[config.mk]
export PLATFORM = sky130hd
export DESIGN_NAME = per_channel_contrast_stretch_core
export DESIGN_NICKNAME = d
export VERILOG_FILES = /design/src/rtl/pccs_pkg.sv /design/src/rtl/per_channel_contrast_stretch_core.sv /design/src/rtl/pccs_lane.sv
export VERILOG_INCLUDE_DIRS = /design/src /design/src/rtl
export SDC_FILE = /design/constraint.sdc
export NUM_CORES = 1
export LEC_CHECK = 0
export ABC_AREA = 1
export CAP_MARGIN = 20
export CORE_MARGIN = 2
export CORE_UTILIZATION = 59
export DETAILED_ROUTE_END_ITERATION = 10
export DONT_BUFFER_PORTS = 1
export PLACE_DENSITY_LB_ADDON = 0.2
export SYNTH_ARGS = -nofsm -noshare
export SYNTH_HDL_FRONTEND = slang
export SYNTH_SLANG_ARGS = --single-unit
[constraint.sdc]
create_clock -name clk_i -period 4.45 [get_ports clk_i]
set_clock_uncertainty 0.2 [all_clocks]
set_input_delay 0.6675 -clock clk_i [delete_from_list [all_inputs] [get_ports clk_i]]
set_output_delay 0.6675 -clock clk_i [all_outputs]
set_load 0.02 [all_outputs]
[src/rtl/per_channel_contrast_stretch_core_macros.svh]
// Assertion macros for the contrast stretch RTL.
`ifndef PER_CHANNEL_CONTRAST_STRETCH_CORE_MACROS_SVH
`define PER_CHANNEL_CONTRAST_STRETCH_CORE_MACROS_SVH

// The condition implies the consequence in the same cycle.
`define PCCS_ASSERT_IMPLY(label, clk, rst_n, cond, conseq, msg) \
  label: assert property (@(posedge clk) disable iff (!rst_n) (cond) |-> (conseq)) \
    else $error(msg);

// The condition implies the consequence in the next cycle.
`define PCCS_ASSERT_NEXT(label, clk, rst_n, cond, conseq, msg) \
  label: assert property (@(posedge clk) disable iff (!rst_n) (cond) |=> (conseq)) \
    else $error(msg);

`endif

[src/rtl/pccs_pkg.sv]
// Types, constants and codes shared by the contrast stretch modules.
`default_nettype none

package pccs_pkg;

  localparam int unsigned COMPONENT_BITS_DEF = 8;
  localparam int unsigned LEVEL_BITS         = 8;
  localparam int unsigned SPAN_BITS          = LEVEL_BITS + 1;
  localparam int unsigned MUL_STEPS          = SPAN_BITS;
  localparam int unsigned QUO_BITS           = LEVEL_BITS;
  localparam int unsigned STEP_BITS          = $clog2(MUL_STEPS);
  localparam int unsigned NUM_CHAN           = 3;
  localparam int unsigned CMD_BITS           = 2;
  localparam int unsigned CFG_IDX_BITS       = 2;

  localparam logic [LEVEL_BITS-1:0] LEVEL_MAX = '1;

  typedef enum logic [CMD_BITS-1:0] {
    CMD_CLEAR   = 2'd0,
    CMD_MEASURE = 2'd1,
    CMD_MAP     = 2'd2
  } cmd_e;

  typedef enum logic [CFG_IDX_BITS-1:0] {
    REG_OUT_MIN = 2'd0,
    REG_OUT_MAX = 2'd1
  } reg_e;

  typedef enum logic [2:0] {
    ST_IDLE,
    ST_MUL,
    ST_PREP,
    ST_DIV,
    ST_DONE
  } state_e;

  typedef struct packed {
    logic load;
    logic mul;
    logic first;
    logic prep;
    logic div;
  } lane_ctrl_t;

endpackage

`default_nettype wire

[src/rtl/per_channel_contrast_stretch_core.sv]
// Top level of the per-channel min/max contrast stretch core.
//
// The core stretches RGB pixels in two passes. A clear word sets the running
// minima to full scale and the maxima to zero, measure words widen each
// channel's minimum and maximum, and map words return one result word with
// every channel computed as trunc((out_min*d + (out_max-out_min)*(v-min)) / d),
// d = max - min, clamped to 0..255. A channel whose maximum equals its minimum
// returns out_min and sets its flat_mask bit. Clear, measure and unknown
// command words are taken without stalling and return nothing. A map word
// keeps the input stalled until its result is handed over: each channel
// lane forms the numerator bit-serially over nine shift-add steps, checks
// signs and overflow in a separate step, then produces its eight quotient
// bits one per cycle with a restoring divider, and a final step hands the
// result to the output register once that register is free. The three channel
// lanes run side by side. The output register lets a finished word wait
// while the core accepts the next input. The out_min and out_max registers
// are written through the configuration port, which is always ready; write
// them only while the core is idle.
`default_nettype none
`include "per_channel_contrast_stretch_core_macros.svh"

module per_channel_contrast_stretch_core #(
  parameter int unsigned COMPONENT_BITS = pccs_pkg::COMPONENT_BITS_DEF
) (
  input  logic                                  clk_i,
  input  logic                                  rst_ni,
  // Input words.
  input  logic                                  in_valid_i,
  output logic                                  in_stall_o,
  input  logic [pccs_pkg::CMD_BITS-1:0]         cmd_i,
  input  logic [COMPONENT_BITS-1:0]             red_i,
  input  logic [COMPONENT_BITS-1:0]             green_i,
  input  logic [COMPONENT_BITS-1:0]             blue_i,
  // Result words.
  output logic                                  out_valid_o,
  input  logic                                  out_stall_i,
  output logic [pccs_pkg::LEVEL_BITS-1:0]       red_out_o,
  output logic [pccs_pkg::LEVEL_BITS-1:0]       green_out_o,
  output logic [pccs_pkg::LEVEL_BITS-1:0]       blue_out_o,
  output logic [pccs_pkg::NUM_CHAN-1:0]         flat_mask_o,
  // Configuration writes.
  input  logic                                  cfg_valid_i,
  output logic                                  cfg_ready_o,
  input  logic [pccs_pkg::CFG_IDX_BITS-1:0]     cfg_index_i,
  input  logic [pccs_pkg::LEVEL_BITS-1:0]       cfg_data_i
);
  import pccs_pkg::*;

  state_e                      state_q, state_d;
  logic [STEP_BITS-1:0]        cnt_q, cnt_d;
  lane_ctrl_t                  ctrl;
  logic                        load_out;
  logic                        in_accept;

  logic [LEVEL_BITS-1:0]       out_min_q, out_max_q;
  logic signed [SPAN_BITS-1:0] span;

  // Running statistics, one entry per channel (red, green, blue).
  logic [COMPONENT_BITS-1:0]   lo_q [NUM_CHAN];
  logic [COMPONENT_BITS-1:0]   hi_q [NUM_CHAN];
  logic [COMPONENT_BITS-1:0]   comp [NUM_CHAN];

  logic [LEVEL_BITS-1:0]       lane_level [NUM_CHAN];
  logic [NUM_CHAN-1:0]         lane_flat;

  logic                        out_valid_q;
  logic [LEVEL_BITS-1:0]       out_level_q [NUM_CHAN];
  logic [NUM_CHAN-1:0]         out_flat_q;

  assign comp[0] = red_i;
  assign comp[1] = green_i;
  assign comp[2] = blue_i;

  assign in_stall_o  = (state_q != ST_IDLE);
  assign in_accept   = in_valid_i && !in_stall_o;
  assign cfg_ready_o = 1'b1;

  // The span may be negative when out_min is above out_max.
  assign span = $signed({1'b0, out_max_q}) - $signed({1'b0, out_min_q});

  // Configuration registers.
  always_ff @(posedge clk_i or negedge rst_ni) begin
    if (!rst_ni) begin
      out_min_q <= '0;
      out_max_q <= LEVEL_MAX;
    end else if (cfg_valid_i && cfg_ready_o) begin
      unique case (reg_e'(cfg_index_i))
        REG_OUT_MIN: out_min_q <= cfg_data_i;
        REG_OUT_MAX: out_max_q <= cfg_data_i;
        default: ;
      endcase
    end
  end

  // Statistics are updated in the cycle the clear or measure word is taken.
  always_ff @(posedge clk_i or negedge rst_ni) begin
    if (!rst_ni) begin
      for (int c = 0; c < NUM_CHAN; c++) begin
        lo_q[c] <= '1;
        hi_q[c] <= '0;
      end
    end else if (in_accept) begin
      unique case (cmd_e'(cmd_i))
        CMD_CLEAR: begin
          for (int c = 0; c < NUM_CHAN; c++) begin
            lo_q[c] <= '1;
            hi_q[c] <= '0;
          end
        end
        CMD_MEASURE: begin
          for (int c = 0; c < NUM_CHAN; c++) begin
            if (comp[c] < lo_q[c]) lo_q[c] <= comp[c];
            if (comp[c] > hi_q[c]) hi_q[c] <= comp[c];
          end
        end
        default: ;
      endcase
    end
  end

  // Sequencer state register.
  always_ff @(posedge clk_i or negedge rst_ni) begin
    if (!rst_ni) begin
      state_q <= ST_IDLE;
      cnt_q   <= '0;
    end else begin
      state_q <= state_d;
      cnt_q   <= cnt_d;
    end
  end

  // Next state and lane strobes. A map word loads the lanes as it is taken.
  always_comb begin
    state_d  = state_q;
    cnt_d    = cnt_q;
    ctrl     = '0;
    load_out = 1'b0;
    unique case (state_q)
      ST_IDLE: begin
        if (in_accept && (cmd_i == CMD_MAP)) begin
          ctrl.load = 1'b1;
          state_d   = ST_MUL;
          cnt_d     = '0;
        end
      end
      ST_MUL: begin
        ctrl.mul   = 1'b1;
        ctrl.first = (cnt_q == '0);
        if (cnt_q == STEP_BITS'(MUL_STEPS - 1)) begin
          state_d = ST_PREP;
          cnt_d   = '0;
        end else begin
          cnt_d = cnt_q + 1'b1;
        end
      end
      ST_PREP: begin
        ctrl.prep = 1'b1;
        state_d   = ST_DIV;
      end
      ST_DIV: begin
        ctrl.div = 1'b1;
        if (cnt_q == STEP_BITS'(QUO_BITS - 1)) begin
          state_d = ST_DONE;
          cnt_d   = '0;
        end else begin
          cnt_d = cnt_q + 1'b1;
        end
      end
      ST_DONE: begin
        // Hand over only once the output register is free.
        if (!(out_valid_q && out_stall_i)) begin
          load_out = 1'b1;
          state_d  = ST_IDLE;
        end
      end
      default: state_d = ST_IDLE;
    endcase
  end

  for (genvar c = 0; c < NUM_CHAN; c++) begin : g_lane
    pccs_lane #(
      .COMPONENT_BITS(COMPONENT_BITS)
    ) u_lane (
      .clk_i  (clk_i),
      .rst_ni (rst_ni),
      .ctrl_i (ctrl),
      .omin_i (out_min_q),
      .span_i (span),
      .comp_i (comp[c]),
      .lo_i   (lo_q[c]),
      .hi_i   (hi_q[c]),
      .level_o(lane_level[c]),
      .flat_o (lane_flat[c])
    );
  end

  // Output register.
  always_ff @(posedge clk_i or negedge rst_ni) begin
    if (!rst_ni) begin
      out_valid_q <= 1'b0;
    end else begin
      out_valid_q <= load_out || (out_valid_q && out_stall_i);
    end
  end

  always_ff @(posedge clk_i) begin
    if (load_out) begin
      for (int c = 0; c < NUM_CHAN; c++) begin
        out_level_q[c] <= lane_level[c];
      end
      out_flat_q <= lane_flat;
    end
  end

  assign out_valid_o = out_valid_q;
  assign red_out_o   = out_level_q[0];
  assign green_out_o = out_level_q[1];
  assign blue_out_o  = out_level_q[2];
  assign flat_mask_o = out_flat_q;

  `PCCS_ASSERT_NEXT(a_map_starts, clk_i, rst_ni, in_accept && (cmd_i == CMD_MAP), (state_q == ST_MUL) && (cnt_q == '0), "map word did not start the multiply")
  `PCCS_ASSERT_NEXT(a_stats_one_cycle, clk_i, rst_ni, in_accept && (cmd_i != CMD_MAP), state_q == ST_IDLE, "non-map word left the core busy")
  `PCCS_ASSERT_IMPLY(a_out_from_done, clk_i, rst_ni, $rose(out_valid_q), $past(state_q) == ST_DONE, "result appeared without a finished divide")

endmodule

`default_nettype wire

[src/rtl/pccs_lane.sv]
// One color channel: bit-serial multiply, sign and range check, bit-serial divide.
`default_nettype none

module pccs_lane #(
  parameter int unsigned COMPONENT_BITS = pccs_pkg::COMPONENT_BITS_DEF
) (
  input  logic                                   clk_i,
  input  logic                                   rst_ni,
  input  pccs_pkg::lane_ctrl_t                   ctrl_i,
  input  logic [pccs_pkg::LEVEL_BITS-1:0]        omin_i,
  input  logic signed [pccs_pkg::SPAN_BITS-1:0]  span_i,
  input  logic [COMPONENT_BITS-1:0]              comp_i,
  input  logic [COMPONENT_BITS-1:0]              lo_i,
  input  logic [COMPONENT_BITS-1:0]              hi_i,
  output logic [pccs_pkg::LEVEL_BITS-1:0]        level_o,
  output logic                                   flat_o
);
  import pccs_pkg::*;

  localparam int unsigned DW = COMPONENT_BITS + 1;
  localparam int unsigned NW = COMPONENT_BITS + SPAN_BITS + 1;
  localparam int unsigned MW = NW - 1;

  logic signed [DW-1:0]          d_q, e_q;
  logic [MUL_STEPS-1:0]          om_sr_q, sp_sr_q;
  logic signed [NW-1:0]          acc_q, acc_d;
  logic [QUO_BITS-1:0]           nlo_q, quo_q;
  logic [COMPONENT_BITS-1:0]     rem_q, dmag_q;
  logic                          neg_q, ovf_q, flat_q;

  logic signed [NW-1:0]          d_ext, e_ext, pd, pe;
  logic [NW-1:0]                 nmag_full;
  logic [MW-1:0]                 nmag;
  logic [DW-1:0]                 dmag_full;
  logic [COMPONENT_BITS-1:0]     dmag;
  logic                          ovf;
  logic [COMPONENT_BITS:0]       r2, dmag_ext, rdiff;
  logic                          ge;

  always_comb begin
    d_ext = {{(NW-DW){d_q[DW-1]}}, d_q};
    e_ext = {{(NW-DW){e_q[DW-1]}}, e_q};
    pd    = om_sr_q[MUL_STEPS-1] ? d_ext : '0;
    // The top coefficient bit of the span carries negative weight.
    pe    = sp_sr_q[MUL_STEPS-1] ? (ctrl_i.first ? -e_ext : e_ext) : '0;
    acc_d = (acc_q <<< 1) + pd + pe;

    nmag_full = acc_q[NW-1] ? NW'(-acc_q) : NW'(acc_q);
    nmag      = nmag_full[MW-1:0];
    dmag_full = d_q[DW-1] ? DW'(-d_q) : DW'(d_q);
    dmag      = dmag_full[COMPONENT_BITS-1:0];
    ovf       = nmag[MW-1:QUO_BITS] >= {1'b0, dmag};

    r2       = {rem_q, nlo_q[QUO_BITS-1]};
    dmag_ext = {1'b0, dmag_q};
    ge       = r2 >= dmag_ext;
    rdiff    = r2 - dmag_ext;
  end

  always_ff @(posedge clk_i) begin
    if (ctrl_i.load) begin
      d_q     <= $signed({1'b0, hi_i}) - $signed({1'b0, lo_i});
      e_q     <= $signed({1'b0, comp_i}) - $signed({1'b0, lo_i});
      om_sr_q <= {1'b0, omin_i};
      sp_sr_q <= span_i;
      acc_q   <= '0;
    end else if (ctrl_i.mul) begin
      acc_q   <= acc_d;
      om_sr_q <= {om_sr_q[MUL_STEPS-2:0], 1'b0};
      sp_sr_q <= {sp_sr_q[MUL_STEPS-2:0], 1'b0};
    end
    if (ctrl_i.prep) begin
      rem_q  <= nmag[QUO_BITS +: COMPONENT_BITS];
      nlo_q  <= nmag[QUO_BITS-1:0];
      dmag_q <= dmag;
      quo_q  <= '0;
    end else if (ctrl_i.div) begin
      rem_q <= ge ? rdiff[COMPONENT_BITS-1:0] : r2[COMPONENT_BITS-1:0];
      nlo_q <= {nlo_q[QUO_BITS-2:0], 1'b0};
      quo_q <= {quo_q[QUO_BITS-2:0], ge};
    end
  end

  always_ff @(posedge clk_i or negedge rst_ni) begin
    if (!rst_ni) begin
      neg_q  <= 1'b0;
      ovf_q  <= 1'b0;
      flat_q <= 1'b0;
    end else if (ctrl_i.prep) begin
      neg_q  <= acc_q[NW-1] ^ d_q[DW-1];
      ovf_q  <= ovf;
      flat_q <= (d_q == '0);
    end
  end

  always_comb begin
    priority if (flat_q) begin
      level_o = omin_i;
    end else if (neg_q) begin
      level_o = '0;
    end else if (ovf_q) begin
      level_o = LEVEL_MAX;
    end else begin
      level_o = quo_q;
    end
  end

  assign flat_o = flat_q;

endmodule

`default_nettype wire

==> Yosys cells after proc, flatten, opt, wreduce, memory -nomap -nowiden <==
Memories as Yosys holds them, arrays and structs flattened.
Index checks and enable logic that the tools add are counted.
{ "classes": {"addsub": 26, "order_cmp": 12, "n_eq_ne": 19, "muxes": 77, "bitwise_logic": 3, "n_reduce_logical": 27} }
{ "ops": {"columns": ["op", "count"], "rows": [
  ["8-bit 2-to-1 mux", 39],
  ["18-bit 2-to-1 mux", 9],
  ["18-bit adder", 6],
  ["24-bit case mux with 2 select lines", 2],
  ["8-bit by 8-bit subtractor with 9-bit output", 7],
  ["9-bit by 8-bit >= comparator with 1-bit output", 6],
  ["9-bit 2-to-1 mux", 6],
  ["18-bit negation", 3],
  ["17-bit 2-to-1 mux", 3],
  ["17-bit negation", 3],
  ["9-bit logical NOT", 3],
  ["8-bit > comparator", 3],
  ["8-bit < comparator", 3],
  ["8-bit negation", 3],
  ["8-bit subtractor", 3],
  ["2-bit != test, second input constant", 10],
  ["3-bit AND reduction", 6],
  ["3-bit case mux with 5 select lines", 1],
  ["3-bit 2-to-1 mux", 4],
  ["4-bit 2-to-1 mux", 3],
  ["4-bit case mux with 3 select lines", 1],
  ["1-bit 2-to-1 mux", 8],
  ["3-bit by 2-bit equality test with 1-bit output, second input constant", 2],
  ["2-bit AND reduction", 3],
  ["other kinds (18)", 27]
]} }
{ "totals": {"reg_bits": 342, "ram_bits": 24, "inputBits": 41, "out_inout_bits": 30, "word_cells": 216, "n_memories": 1} }
{ "mem_list": {"columns": ["memory", "depth", "width", "rd", "rd_ports_with_merged_regs", "write_ports", "line_no", "source"], "rows": [
  ["out_level_q", 3, 8, 3, 0, 3, "per_channel_contrast_stretch_core.sv:67", "logic [LEVEL_BITS-1:0] out_level_q [NUM_CHAN];"]
]} }

==> Depth between registers and ports, before layout <==
{ "logic_depth": {"ltp_word": 7, "mapped_depth": 24, "depth_no_buf": 22} }

==> Cells and area by module <==
Synthesis repeated with hierarchy kept, for this count alone.
{ "hier_totals": {"hier_cells": 3368, "area_unflattened_um2": 26344.0} }
{ "by_module_without_submodules": {"columns": ["mod", "n_inst", "cells_each", "area_per_inst_um2", "seq_area_each_um2"], "rows": [
  ["pccs_lane (g_lane[1].u_lane ...)", 2, 905, 6907.9, 2387.3],
  ["pccs_lane (g_lane[0].u_lane)", 1, 865, 6879.1, 2387.3],
  ["per_channel_contrast_stretch_core", 1, 693, 5649.2, 2652.5]
]} }

==> Worst setup path before layout <==
OpenSTA, ideal clock, no wires.
{ "synth_timing": {"path_type": "reg-to-reg", "startpoint": "reg cnt_q[0]", "endpoint": "reg g_lane[0].u_lane.acc_q[17]", "setup_time_ns": 0.114, "arrival_ns": 3.353, "required_ns": 4.136, "setup_slack_ns": 0.784, "path_stages_with_launch": 24, "path_buffers": 2, "period_less_slack_ns": 3.666, "cell_sequence": "dfrtp_1 -> inv_1 -> ha_1 -> nand2_1 -> nor2_1 -> nand2_4 -> buf_6 -> clkbuf_1 -> o21ai_0 -> a21oi_1 -> fa_1 -> ha_1 -> inv_1 -> fa_1 -> inv_1 -> nand2_1 -> o21ai_0 -> nand2_1 -> nand2_1 -> nand2_1 -> nand2_1 -> nand3_1 -> nand3_1 -> nand2_1"} }
{ "synth_via": {"elab_chain_cells": 5} }
{ "synth_rtl": {"columns": ["element", "line_no", "source"], "rows": [
  ["from (decl)", "per_channel_contrast_stretch_core.sv:50", "logic [STEP_BITS-1:0] cnt_q, cnt_d;"],
  ["from (signal assigned)", "per_channel_contrast_stretch_core.sv:128", "cnt_q <= cnt_d;"],
  ["4-bit logical NOT", "per_channel_contrast_stretch_core.sv:148", "ctrl.first = (cnt_q == '0);"],
  ["2-bit 2-to-1 mux", "per_channel_contrast_stretch_core.sv:138", "unique case (state_q)"],
  ["18-bit 2-to-1 mux (2 in a row)", "pccs_lane.sv:45", "pe = sp_sr_q[MUL_STEPS-1] ? (ctrl_i.first ? -e_ext : e_ext) : '0;"],
  ["18-bit adder", "pccs_lane.sv:46", "acc_d = (acc_q <<< 1) + pd + pe;"],
  ["to (signal assigned)", "pccs_lane.sv:66", "acc_q <= '0;"],
  ["to (signal assigned)", "pccs_lane.sv:68", "acc_q <= acc_d;"],
  ["to (decl)", "pccs_lane.sv:26", "logic signed [NW-1:0] acc_q, acc_d;"]
]} }
No other way between the ends.
A chain may end at the register's enable or synchronous reset.

==> Final worst setup path <==
{ "layout_timing": {"startpoint": "reg g_lane[0].u_lane.e_q[0]", "endpoint": "reg g_lane[0].u_lane.acc_q[13]"} }
{ "layout_via": {"elab_chain_cells": 4} }
{ "layout_rtl": {"columns": ["element", "line_no", "source"], "rows": [
  ["from (decl)", "pccs_lane.sv:24", "logic signed [DW-1:0] d_q, e_q;"],
  ["from (signal assigned)", "pccs_lane.sv:63", "e_q <= $signed({1'b0, comp_i}) - $signed({1'b0, lo_i});"],
  ["18-bit negation", "pccs_lane.sv:45", null],
  ["18-bit 2-to-1 mux (*) (2 in a row)", "pccs_lane.sv:45", null],
  ["18-bit adder (*)", "pccs_lane.sv:46", null]
]} }
Every way passes the cells marked *; elsewhere a longest branch is shown, timed or not.

==> results.sh <==
export IMPL_ys_ff_latch=330
export IMPL_ant_nets=0
export IMPL_fin_crit_ns=4.07
export IMPL_ys_async_sr_fraction_pct=24.5
export IMPL_root_buffer="clkbuf_16"
export IMPL_setup_violations=0
export IMPL_die_w_um=203
export IMPL_yosysMostFrequentCell="nand2_1"
export IMPL_cp_max_fo=4
export IMPL_synth_warnings=0
export IMPL_track_usage_pct=29.5
export IMPL_nFillCells=3393
export IMPL_dieArea_um2=41000
export IMPL_area_growth_syn_to_layout_pct=7.65
export IMPL_met2_usage_pct=47.2
export IMPL_die_h_um=203
export IMPL_drc=0
export IMPL_min_delay_path_class="input pin to flip-flop"
export IMPL_crit_buf_inv=4
export IMPL_vias=19300
export IMPL_htreeDepth=2
export IMPL_synth_edff_count=170
export IMPL_num_io_pins=71
export IMPL_grt_pass1_vias=18900
export IMPL_place_congestion=0.925
export IMPL_hold_violations=0
export IMPL_portBuffers=0
export IMPL_initial_core_util_pct=60.0
export IMPL_yosysUniqueCellTypes=47
export IMPL_endpoint_kind="flip-flop"
export IMPL_gr_total_overflow=0
export IMPL_clkSlewWorstSetupHoldPaths_ns=0.06
export IMPL_cts_tree="built"
export IMPL_place_hpwl_mm=45.2
export IMPL_clk_latency_ns=0.57
export IMPL_cts_buffer_depth=3
export IMPL_ys_seq_area_share_pct=37.6
export IMPL_ys_top_cells_by_area="edfxtp_1, nand2_1, ha_1, inv_1, dfxtp_1"
export IMPL_tns_ns=0
export IMPL_antenna_found_initial=1
export IMPL_worst_setup_path_start_kind="flip-flop"
export IMPL_finalCritPeriodShare_pct=91.4
export IMPL_avgSynthCellArea_um2=7.97
export IMPL_maxSlewViolCount=0
export IMPL_tightest_slew_ns=0.849
export IMPL_critPathTopFamily="adder cells"
export IMPL_drive_gt1_share_pct=4.90
export IMPL_use_met1_pct=41.3
export IMPL_rows=72
export IMPL_max_freq_mhz=246
export IMPL_crit_required_ns=4.71
export IMPL_n_antenna_cell=0
export IMPL_nets=3203
export IMPL_syn_inst=2917
export IMPL_rsz0062_at_grt="no"
export IMPL_grtUsageMet3_pct=4.56
export IMPL_maxSlewHeadroom_pct=43.4
export IMPL_drtPass1Iterations=6
export IMPL_via_per_inst=5.59
export IMPL_cts_buffers=39
export IMPL_grt_max_degree=82
export IMPL_synth_top_area_cell="edfxtp_1"
export IMPL_synth_commonest_cells="nand2_1, inv_1, o21ai_0"
export IMPL_initialDrtViolationCount=1704
export IMPL_crit_chain="inv_1 > ha_1 > inv_1 > nor4_1 > nand3_1 > ha_1 > a21oi_1 > fa_1 > ha_1 > a21o_1 > nor2_1 > nand2_1 > a21oi_1 > inv_1 > nand2_1 > nand3_1 > nand2_1 > inv_1"
export IMPL_crit_type="flip-flop to flip-flop"
export IMPL_busiest_layer="met2"
export IMPL_wl_per_cell_um=17.1
export IMPL_synth_nets=3212
export IMPL_cpPeakStageDelay_ns=0.49
export IMPL_coreArea_um2=38700
export IMPL_crit_slowest_cell="fa_1"
export IMPL_syn_area_um2=23300
export IMPL_status="finished clean"
export IMPL_synth_top_flop_cell="edfxtp_1"
export IMPL_drt_wl_total_mm=59.2
export IMPL_synth_top_area_share_pct=21.9
export IMPL_path_common_cell="inv_1"
export IMPL_grt_pass1_wl_mm=96.8
export IMPL_cts_sinks=330
export IMPL_crit_arrival_ns=4.33
export IMPL_drv_cap=0
repair_timing:
item	CTS	global route
buffers inserted	0	0
hold buffers	2	0
gates resized for setup	0	3
hold endpoints to repair	81	0
setup endpoints to repair	0	5
cell usage in the layout (no fill, tap or decap), drive strengths merged:
cell type    Yosys  layout
and3             1       1
o21a             5       5
and2             1       1
clkbuf          35      47
or2             12      12
o21bai          16      16
nand4           17      17
nand2          651     651
nand3b           7       7
bufinv           0       4
a31oi            3       3
a22oi            8       8
ha             193     193
inv            497     501
a21boi           2       2
xnor2           26      26
nor2           189     189
nor4             8       8
dfrtp           49      49
conb             1       1
dfxtp           79      79
a21o            11      11
or3              2       2
dlygate4sd3      0       1
edfxtp         170     170
nor3            39      39
nand3          136     136
clkinvlp         0       1
o211ai          11      11
dfstp           32      32
fa              61      61
a21oi          179     179
clkinv           3      19
xor2           112     112
o21ai          275     275
o31ai            3       3
buf             33      17
o22ai           50      50
through the flow:
step | hold slack [ns] | worst slack, ns | area (um^2) | std cells | utilization, %
6_report | 0.0375 | 0.381 | 25000 | 3457 | 64.6
3_5_place_dp | 0.174 | 0.397 | 23700 | 3383 | 61.3
2_1_floorplan | 0.172 | 0.784 | 23300 | 2917 | -
4_1_cts | 0.0126 | 0.381 | 25000 | 3457 | 64.6
3_3_place_gp | 0.174 | 0.494 | 23700 | 3383 | 61.3
5_1_grt | 0.0530 | 0.0488 | 25000 | 3457 | 64.6
layout make-up:
class / count / area, um^2 / share of cell area (%)
flip-flops and latches: 330 / 8750 / 35.0
clock inverters: 25 / 238 / 0.950
clock buffers: 47 / 1030 / 4.10
repair buffers: 18 / 158 / 0.630
multi-input cells: 2019 / 12300 / 49.3
inverters: 500 / 1880 / 7.51
well taps: 518 / 648 / 2.59
sequential cells by signal, summed over array words and instances (netlist names), 4 cells and up:
name,count
g_lane.u_lane.om_sr_q,9
g_lane.u_lane.quo_q,24
g_lane.u_lane.acc_q,54
g_lane.u_lane.d_q,27
g_lane.u_lane.dmag_q,24
out_min_q,8
out_max_q,8
g_lane.u_lane.nlo_q,24
g_lane.u_lane.sp_sr_q,9
out_level_q,24
hi_q,24
lo_q,24
g_lane.u_lane.e_q,27
g_lane.u_lane.rem_q,24
cnt_q,4
per-layer routing:
metal	up-vias	part of all wire [%]
met2	581	45
met4	2	2.6
met3	100	7.1
met5	-	0.022
li1	9541	-
met1	9105	45
logic make-up after synthesis:
kind of cell    after synthesis  share of synthesized area [%]
compound gates              563                           13.2
xor+xnor                    138                           5.20
fa+ha+maj                   254                           15.6
other cells                   1                         0.0161
simple gates               1063                           18.9
buf+inv                     568                           9.43
flops                       330                           37.6
worst paths after layout:
check                      slack (ns)  depth (start not counted)               startpoint                    endpoint
max                              0.38                         18  g_lane[0].u_lane.e_q[0]  g_lane[0].u_lane.acc_q[13]
min                              0.04                          2              out_stall_i                 out_valid_o
max reg2reg                      0.38                         18  g_lane[0].u_lane.e_q[0]  g_lane[0].u_lane.acc_q[13]
min reg2reg                      0.26                          0  g_lane[2].u_lane.flat_o              flat_mask_o[2]
max in group asynchronous        3.12                          2                   rst_ni                     lo_q[5]
min in group asynchronous        0.52                          2                   rst_ni      g_lane[1].u_lane.neg_q
Power is left out: the tool's default activity adds up to more than one toggle a clock period on the data nets, which glitch-free logic cannot reach.
